### config.mk
export PLATFORM = sky130hd
export DESIGN_NAME = stepper_phase_sequencer
export DESIGN_NICKNAME = d
export VERILOG_FILES = /design/src/hdl/stepseq_pkg.sv /design/src/hdl/stepper_phase_sequencer.sv
export SDC_FILE = /design/constraint.sdc
export NUM_CORES = 1
export LEC_CHECK = 0
export BUFFER_PORTS_ARGS = -buffer_cell sky130_fd_sc_hd__buf_2
export CAP_MARGIN = 15
export CORE_AREA = 2 2 264 136
export CTS_CLUSTER_DIAMETER = 100
export DETAILED_ROUTE_END_ITERATION = 16
export DIE_AREA = 0 0 266 138
export PLACE_DENSITY = 0.66
export SKIP_CTS_REPAIR_TIMING = 1
export SYNTH_ARGS = -nofsm -noshare
export SYNTH_HDL_FRONTEND = slang
export SYNTH_SLANG_ARGS = --single-unit
### constraint.sdc
create_clock -name i_clk -period 14.8 [get_ports i_clk]
set_input_delay 0.74 -clock i_clk [delete_from_list [all_inputs] [get_ports i_clk]]
set_output_delay 0.74 -clock i_clk [all_outputs]
set_load 0.01 [all_outputs]
### src/hdl/stepseq_pkg.sv
// ----------------------------------------------------------------------------
// stepseq_pkg
// shared types, constants and coil tables of the stepper phase sequencer
// ----------------------------------------------------------------------------
package stepseq_pkg;

    // widths of the transaction fields
    localparam int OP_W       = 2;
    localparam int MODEL_W    = 2;
    localparam int FIELD_W    = 32;
    localparam int PERIOD_W   = 8;
    localparam int COILS_W    = 4;
    localparam int PHASE_W    = 4;

    // default width of the step and delay counters
    localparam int COUNT_WIDTH_DEF = 32;

    // operation codes
    typedef enum logic [OP_W-1:0] {
        OP_TICK      = 2'd0,
        OP_START     = 2'd1,
        OP_SET_DELAY = 2'd2,
        OP_UNUSED    = 2'd3
    } t_op;

    // drive models
    typedef enum logic [MODEL_W-1:0] {
        MODEL_BIPOLAR = 2'd0,
        MODEL_WAVE    = 2'd1,
        MODEL_TWO     = 2'd2,
        MODEL_HALF    = 2'd3
    } t_model;

    typedef logic [COILS_W-1:0] t_coils;
    typedef logic [PHASE_W-1:0] t_phase;

    // phase marks loaded by a start move, and the last phase of each wrap
    localparam t_phase PHASE_BEFORE_CW  = 4'd15;
    localparam t_phase PHASE_BEFORE_CCW = 4'd4;
    localparam t_phase PHASE_LAST_FULL  = 4'd3;
    localparam t_phase PHASE_LAST_HALF  = 4'd7;

    localparam t_coils TBL_BIPOLAR [4] = '{4'hA, 4'h6, 4'h5, 4'h9};
    localparam t_coils TBL_WAVE    [4] = '{4'h1, 4'h2, 4'h4, 4'h8};
    localparam t_coils TBL_TWO     [4] = '{4'h9, 4'h3, 4'h6, 4'hC};
    localparam t_coils TBL_HALF    [8] = '{4'h9, 4'h1, 4'h3, 4'h2,
                                           4'h6, 4'h4, 4'hC, 4'h8};

    // coil pattern for a phase, keeps the old pattern when the phase has no entry
    function automatic t_coils coil_lookup(input t_model model, input t_phase phase,
                                           input t_coils old_coils);
        t_coils res;
        res = old_coils;
        case (model)
            MODEL_HALF: begin
                if (phase < 4'd8) res = TBL_HALF[phase[2:0]];
            end
            MODEL_BIPOLAR: begin
                if (phase < 4'd4) res = TBL_BIPOLAR[phase[1:0]];
            end
            MODEL_WAVE: begin
                if (phase < 4'd4) res = TBL_WAVE[phase[1:0]];
            end
            default: begin
                if (phase < 4'd4) res = TBL_TWO[phase[1:0]];
            end
        endcase
        return res;
    endfunction

endpackage

### src/hdl/stepper_phase_sequencer.sv
// ----------------------------------------------------------------------------
// stepper_phase_sequencer
// phase sequencer and coil driver for a four-coil stepper motor
// ----------------------------------------------------------------------------
// Each input transaction is a tick of one millisecond, a start move or a set
// delay, and every transaction returns exactly one result with the coil
// pattern, the steps left and the delay ticks left after the update. The
// block takes one transaction per clock cycle while o_in_stall is low; its
// result is registered. All state updates are combinational between the
// motor state registers and the result register. Behind the result register
// sits a one-entry skid register, so input keeps flowing for one more
// transaction while a result waits; o_in_stall rises only when both output
// entries are full. drive_model is written through the configuration
// channel, which is always ready and should only be written while idle.
// ----------------------------------------------------------------------------
module stepper_phase_sequencer #(
    parameter int COUNT_WIDTH = stepseq_pkg::COUNT_WIDTH_DEF
) (
    input  logic                                i_clk,
    input  logic                                i_rst_n,

    // configuration channel
    input  logic                                i_cfg_valid,
    output logic                                o_cfg_ready,
    input  logic [stepseq_pkg::MODEL_W-1:0]     i_cfg_drive_model,

    // input channel
    input  logic                                i_in_valid,
    output logic                                o_in_stall,
    input  logic [stepseq_pkg::OP_W-1:0]        i_operation,
    input  logic [stepseq_pkg::FIELD_W-1:0]     i_step_count,
    input  logic [stepseq_pkg::PERIOD_W-1:0]    i_ticks_per_step,
    input  logic                                i_clockwise,
    input  logic [stepseq_pkg::FIELD_W-1:0]     i_delay_ticks,

    // result channel
    output logic                                o_out_valid,
    input  logic                                i_out_stall,
    output logic [stepseq_pkg::COILS_W-1:0]     o_coils,
    output logic [stepseq_pkg::FIELD_W-1:0]     o_steps_left,
    output logic [stepseq_pkg::FIELD_W-1:0]     o_delay_left
);
    import stepseq_pkg::*;

    typedef logic [COUNT_WIDTH-1:0] t_count;

    // one result entry
    typedef struct packed {
        t_coils coils;
        t_count steps;
        t_count delay;
    } t_result;

    // configuration
    t_model r_model;

    // motor state
    t_phase                r_phase,     n_phase;
    logic [PERIOD_W-1:0]   r_tick_cd,   n_tick_cd;
    logic [PERIOD_W-1:0]   r_reload,    n_reload;
    logic                  r_dir,       n_dir;
    t_count                r_steps,     n_steps;
    t_count                r_delay,     n_delay;
    t_coils                r_coils,     n_coils;

    // output buffer: result register and skid register
    logic    r_out_valid;
    logic    r_skid_valid;
    t_result r_out;
    t_result r_skid;
    t_result n_result;

    logic in_accept;
    logic out_take;

    assign o_cfg_ready = 1'b1;
    assign o_in_stall  = r_skid_valid;
    assign in_accept   = i_in_valid && !r_skid_valid;
    assign out_take    = r_out_valid && !i_out_stall;

    // ------------------------------------------------------------------
    // next motor state for the transaction at the input
    // ------------------------------------------------------------------
    always_comb begin
        t_phase              last;
        t_phase              adv_phase;
        logic [PERIOD_W-1:0] dec_cd;
        logic [PERIOD_W-1:0] period;

        n_phase  = r_phase;
        n_tick_cd = r_tick_cd;
        n_reload = r_reload;
        n_dir    = r_dir;
        n_steps  = r_steps;
        n_delay  = r_delay;
        n_coils  = r_coils;

        last = (r_model == MODEL_HALF) ? PHASE_LAST_HALF : PHASE_LAST_FULL;

        // one position forward or back, wrapping by the drive model
        if (r_dir) begin
            adv_phase = (r_phase >= last) ? '0 : r_phase + 4'd1;
        end else begin
            adv_phase = (r_phase == '0 || r_phase == PHASE_BEFORE_CW) ? last
                                                                      : r_phase - 4'd1;
        end

        dec_cd = r_tick_cd - 8'd1;
        period = (i_ticks_per_step == '0) ? 8'd1 : i_ticks_per_step;

        case (t_op'(i_operation))
            OP_TICK: begin
                if (r_delay != '0) n_delay = r_delay - t_count'(1);
                n_tick_cd = dec_cd;
                // divider expiry
                if (dec_cd == '0) begin
                    n_tick_cd = r_reload;
                    if (r_steps != '0) begin
                        n_phase = adv_phase;
                        n_steps = r_steps - t_count'(1);
                        n_coils = coil_lookup(r_model, adv_phase, r_coils);
                    end
                    // coils off once the move is done
                    if (r_steps <= t_count'(1)) n_coils = '0;
                end
            end
            OP_START: begin
                n_reload  = period;
                n_tick_cd = period;
                n_dir     = i_clockwise;
                n_steps   = i_step_count[COUNT_WIDTH-1:0];
                n_phase   = i_clockwise ? PHASE_BEFORE_CW : PHASE_BEFORE_CCW;
            end
            OP_SET_DELAY: begin
                n_delay = i_delay_ticks[COUNT_WIDTH-1:0];
            end
            default: begin
            end
        endcase

        n_result.coils = n_coils;
        n_result.steps = n_steps;
        n_result.delay = n_delay;
    end

    // ------------------------------------------------------------------
    // configuration register
    // ------------------------------------------------------------------
    always_ff @(posedge i_clk) begin
        if (!i_rst_n) begin
            r_model <= MODEL_BIPOLAR;
        end else if (i_cfg_valid && o_cfg_ready) begin
            r_model <= t_model'(i_cfg_drive_model);
        end
    end

    // ------------------------------------------------------------------
    // motor state
    // ------------------------------------------------------------------
    always_ff @(posedge i_clk) begin
        if (!i_rst_n) begin
            r_phase   <= '0;
            r_tick_cd <= 8'd1;
            r_reload  <= 8'd1;
            r_dir     <= 1'b0;
            r_steps   <= '0;
            r_delay   <= '0;
            r_coils   <= '0;
        end else if (in_accept) begin
            r_phase   <= n_phase;
            r_tick_cd <= n_tick_cd;
            r_reload  <= n_reload;
            r_dir     <= n_dir;
            r_steps   <= n_steps;
            r_delay   <= n_delay;
            r_coils   <= n_coils;
        end
    end

    // ------------------------------------------------------------------
    // output buffer control
    // ------------------------------------------------------------------
    always_ff @(posedge i_clk) begin
        if (!i_rst_n) begin
            r_out_valid  <= 1'b0;
            r_skid_valid <= 1'b0;
        end else begin
            if (r_skid_valid) begin
                // no accept while the skid entry is full
                if (out_take) r_skid_valid <= 1'b0;
            end else if (in_accept) begin
                if (r_out_valid && i_out_stall) begin
                    r_skid_valid <= 1'b1;
                end else begin
                    r_out_valid <= 1'b1;
                end
            end else if (out_take) begin
                r_out_valid <= 1'b0;
            end
        end
    end

    // output buffer payload
    always_ff @(posedge i_clk) begin
        if (r_skid_valid) begin
            if (out_take) r_out <= r_skid;
        end else if (in_accept) begin
            if (r_out_valid && i_out_stall) begin
                r_skid <= n_result;
            end else begin
                r_out <= n_result;
            end
        end
    end

    assign o_out_valid  = r_out_valid;
    assign o_coils      = r_out.coils;
    assign o_steps_left = FIELD_W'(r_out.steps);
    assign o_delay_left = FIELD_W'(r_out.delay);

    // ------------------------------------------------------------------
    // assertions
    // ------------------------------------------------------------------
    a_skid_behind_out: assert property (@(posedge i_clk) disable iff (!i_rst_n)
        r_skid_valid |-> r_out_valid)
        else $error("skid entry full while result register empty");

    a_divider_nonzero: assert property (@(posedge i_clk) disable iff (!i_rst_n)
        (r_tick_cd != '0) && (r_reload != '0))
        else $error("step divider or reload reached zero");

    a_phase_range: assert property (@(posedge i_clk) disable iff (!i_rst_n)
        (r_phase < 4'd8) || (r_phase == PHASE_BEFORE_CW))
        else $error("phase outside the reachable set");

    a_skid_drains: assert property (@(posedge i_clk) disable iff (!i_rst_n)
        (r_skid_valid && !i_out_stall) |=> !r_skid_valid)
        else $error("skid entry not moved into result register");

endmodule

==> out/results.md <==
| Quantity | Reported |
|:---|:---|
| Run status | complete, no violations |
| Per-cell routed wire length | 21.77 um |
| Total routing resource utilization after global routing | 0.2419 |
| Worst relative slew slack | 0.2448 |
| Total via count in the routed design | 13100 |
| Synthesized area per cell | 8.640 um2 |
| Skew final | 0.01340 ns |
| Period utilisation layout | 0.2624 |
| Buffers & Inverters on Critical Path | 3 |
| GRT overflow | 0 |
| Count of boundary I/O pins | 153 |
| Maximum fanout count along the critical path | 10 |
| Arrival time reported for the critical path endpoint | 4.16 ns |
| Worst IR Drop VDD | 64.00 uV |
| Gate count of the mapped netlist | 1574 |
| Vertical extent of the die | 138 um |
| Time the final worst path needs with I/O delays and setup | 3.883 ns |
| Number of filler instances in the final layout | 3377 |
| Number of levels in the clock H-tree | 1 |
| Initial antenna violation count | 3 |
| Post-place instance area | 14540 um2 |
| Cell count of the worst hold path | 3 |
| Post-Route Setup TNS | 0 ns |
| Residual DRC | 0 |
| Global placement routability congestion | 0.9588 |
| Cts bufs inserted | 24 |
| Reg2Reg Setup Slack | 10.92 ns |
| Layout cell share with drive strength beyond 1 | 0.1652 |
| Max-Cap Viols | 0 |
| Input/output buffers | 151 |
| Vias in the first global route | 11330 |
| Per-cell via count in the routed design | 6.215 |
| Portion of the post-synthesis area used by sequential elements | 0.4372 |
| Worst setup SP type | register |
| Total Routed Length | 45900 um |
| Layout Cell Area excl Fill | 15470 um2 |
| Maximum clock frequency | 0.2575 GHz |
| Hold Worst Slack | 0.4571 ns |
| Detail Route Antenna Nets | 0 |
| Crit-path leading delay family | compound AO/OA/AOI/OAI gates |
| Clock latency at the later pin of the worst-skew pair | 0.53 ns |
| Maximum number of pins on one net before global-route repair | 93 |
| Final Slew Violations | 0 |
| Number of flip-flops and latches in the synthesized netlist | 229 |
| CTS tree | built |
| Most frequent cell on the critical path | inv_1 |
| Net count of the mapped netlist | 1670 |
| Std cell rows | 49 |
| Root Buffer Master | clkbuf_16 |
| Width of the die | 266 um |
| Nets@finish | 1724 |
| Starting Density | 0.3905 |
| Post-synth cell types | 87 |
| Global-route wire length before repair | 69830 um |
| Worst setup path category | reg2reg |
| Maximum single-stage delay on the critical path | 0.53 ns |
| Number of sinks on the clock net | 229 |
| Power per unit of standard cell area | 123.9 nW/um2 |
| Final hold violations | 0 |
| Area Overhead vs Synth | 13.76% |
| Stages on worst setup path | 12 |
| Predominant post-synthesis flop cell | edfxtp_1 |
| Die Outline Area | 36710 um2 |
| Number of flops mapped to enable cells by yosys | 136 |
| Setup repair after global routing missed its margin | no |
| Yosys warns | 0 |
| Crit path cell chain | inv_1, nor2_1, inv_1, ha_1, or3b_2, a2111oi_0, dlymetal6s2s_1, a21oi_1, o31a_1, o221ai_1, o2bb2ai_1, mux2_2 |
| Most frequent cells in the layout | nor2_1, nand2_1, buf_2 |
| Count of endpoints failing setup in the final report | 0 |
| Count of routing violations after the opening detailed-route iteration | 1999 |
| HPWL after DPL | 30740 um |
| Reg2reg path depth | 12 |
| Critical path required time | 15.08 ns |
| CTS clock-pin slew for the worst setup and hold paths | 0.06 ns |
| Most common library cell in the layout ignoring fill and taps | nor2_1 |
| CTS max path bufs | 3 |
| FFs w/ async S/R, synth | 0 |
| First-pass detailed-route iteration total | 5 |
| Transition at the pin with the smallest max-transition slack | 1.133 ns |
| Floorplan Core Area | 34820 um2 |
| Netlist area before placement | 13600 um2 |
| Hold Path Class | in2reg |
| Element type at the critical path end | register |
| Library cell contributing the largest single delay on the critical path | dfxtp_1 |
| Reported leakage power | 5.756 nW |
[worst reg2reg max path: stages (launching register included)]
cell	delay [ns]
dfxtp_1	0.53
inv_1	0.16
nor2_1	0.36
inv_1	0.12
ha_1	0.31
or3b_2	0.43
a2111oi_0	0.38
dlymetal6s2s_1	0.25
a21oi_1	0.18
o31a_1	0.30
o221ai_1	0.23
o2bb2ai_1	0.11
mux2_2	0.27
[worst paths after layout]
kind	start	end
max	r_model[0]$_SDFFE_PN0P_	o_coils[1]$_DFFE_PP_
min	i_cfg_drive_model[1]	r_model[1]$_SDFFE_PN0P_
max reg2reg	r_model[0]$_SDFFE_PN0P_	o_coils[1]$_DFFE_PP_
min reg2reg	r_reload[6]$_SDFFE_PN0P_	r_reload[6]$_SDFFE_PN0P_
[cells in the mapped netlist (all sizes together) (10+ instances only)]
cell,n,share of area
o211ai,16,0.0088
and3,22,0.010
o22ai,25,0.012
mux2i,30,0.022
nand2b,10,0.0046
o21ai,114,0.042
dfxtp,93,0.14
nand3,48,0.018
nor3,59,0.022
nor2,166,0.046
a31oi,28,0.013
a21oi,121,0.045
o31ai,17,0.0098
clkbuf,129,0.036
or4,15,0.0088
ha,14,0.013
o31a,16,0.010
nor4,27,0.014
or3,17,0.0078
buf,18,0.0061
nand4,19,0.0087
nand2,162,0.045
inv,34,0.0094
edfxtp,136,0.30
o22a,16,0.010
a22oi,17,0.0094
o221ai,17,0.011
mux2,26,0.022
[flip-flops by register name, summed over array words and instances (netlist names)]
| signal | cells |
|---|---|
| r_steps | 32 |
| r_reload | 8 |
| o_out_valid | 1 |
| r_dir | 1 |
| r_skid | 68 |
| o_steps_left | 32 |
| o_coils | 4 |
| r_delay | 32 |
| r_model | 2 |
| r_tick_cd | 8 |
| r_coils | 4 |
| o_delay_left | 32 |
| r_phase | 4 |
| o_in_stall | 1 |
[layer usage]
layer  share of wire  track usage
met5               0            0
met4           0.024      0.06062
met3            0.11      0.05112
met2            0.38       0.3088
met1            0.48       0.3988
[metrics by stage]
stage | utilization | setup WS [ns] | std cells | power, mW
after detailed placement | 0.4174 | 10.50 | 2057 | 1.227
after global placement | 0.4174 | 10.63 | 2057 | 1.220
final | 0.4443 | 10.92 | 2108 | 1.917
after floorplan | - | 9.619 | 1574 | 1.081
after CTS | 0.4426 | 10.52 | 2101 | 1.918
after global routing | 0.4441 | 10.69 | 2106 | 2.002
[logic make-up (layout without fill, tap and decap cells)]
| kind of cell | after synthesis | count (layout) | share of synthesized area |
|---|---|---|---|
| AND/OR/NAND/NOR | 591 | 591 | 0.2094 |
| buffers and inverters | 181 | 253 | 0.05115 |
| multiplexers | 56 | 56 | 0.04361 |
| AO/OA/AOI/OAI | 499 | 499 | 0.2435 |
| adder cells (fa/ha/maj) | 14 | 14 | 0.01288 |
| flip-flops | 229 | 229 | 0.4372 |
| XOR/XNOR | 3 | 3 | 0.001932 |
| other | 1 | 4 | 0.0002757 |
[final cells by class]
cell class	count	area, um2	area share
diodes	3	7.507	0.0004852
clock buffers	28	636.9	0.04116
clock inverters	16	241.5	0.01561
inverters	34	127.6	0.008249
repair buffers	175	960.9	0.06211
flip-flops and latches	229	5947	0.3844
multi-input cells	1164	6975	0.4509
well taps	459	574.3	0.03712
[where the power goes]
part	internal, mW	switching (mW)
clock network	0.414	0.274
logic	0.158	0.298
registers	0.733	0.0392
total	1.31	0.611
(Power assumes the default switching activity.)
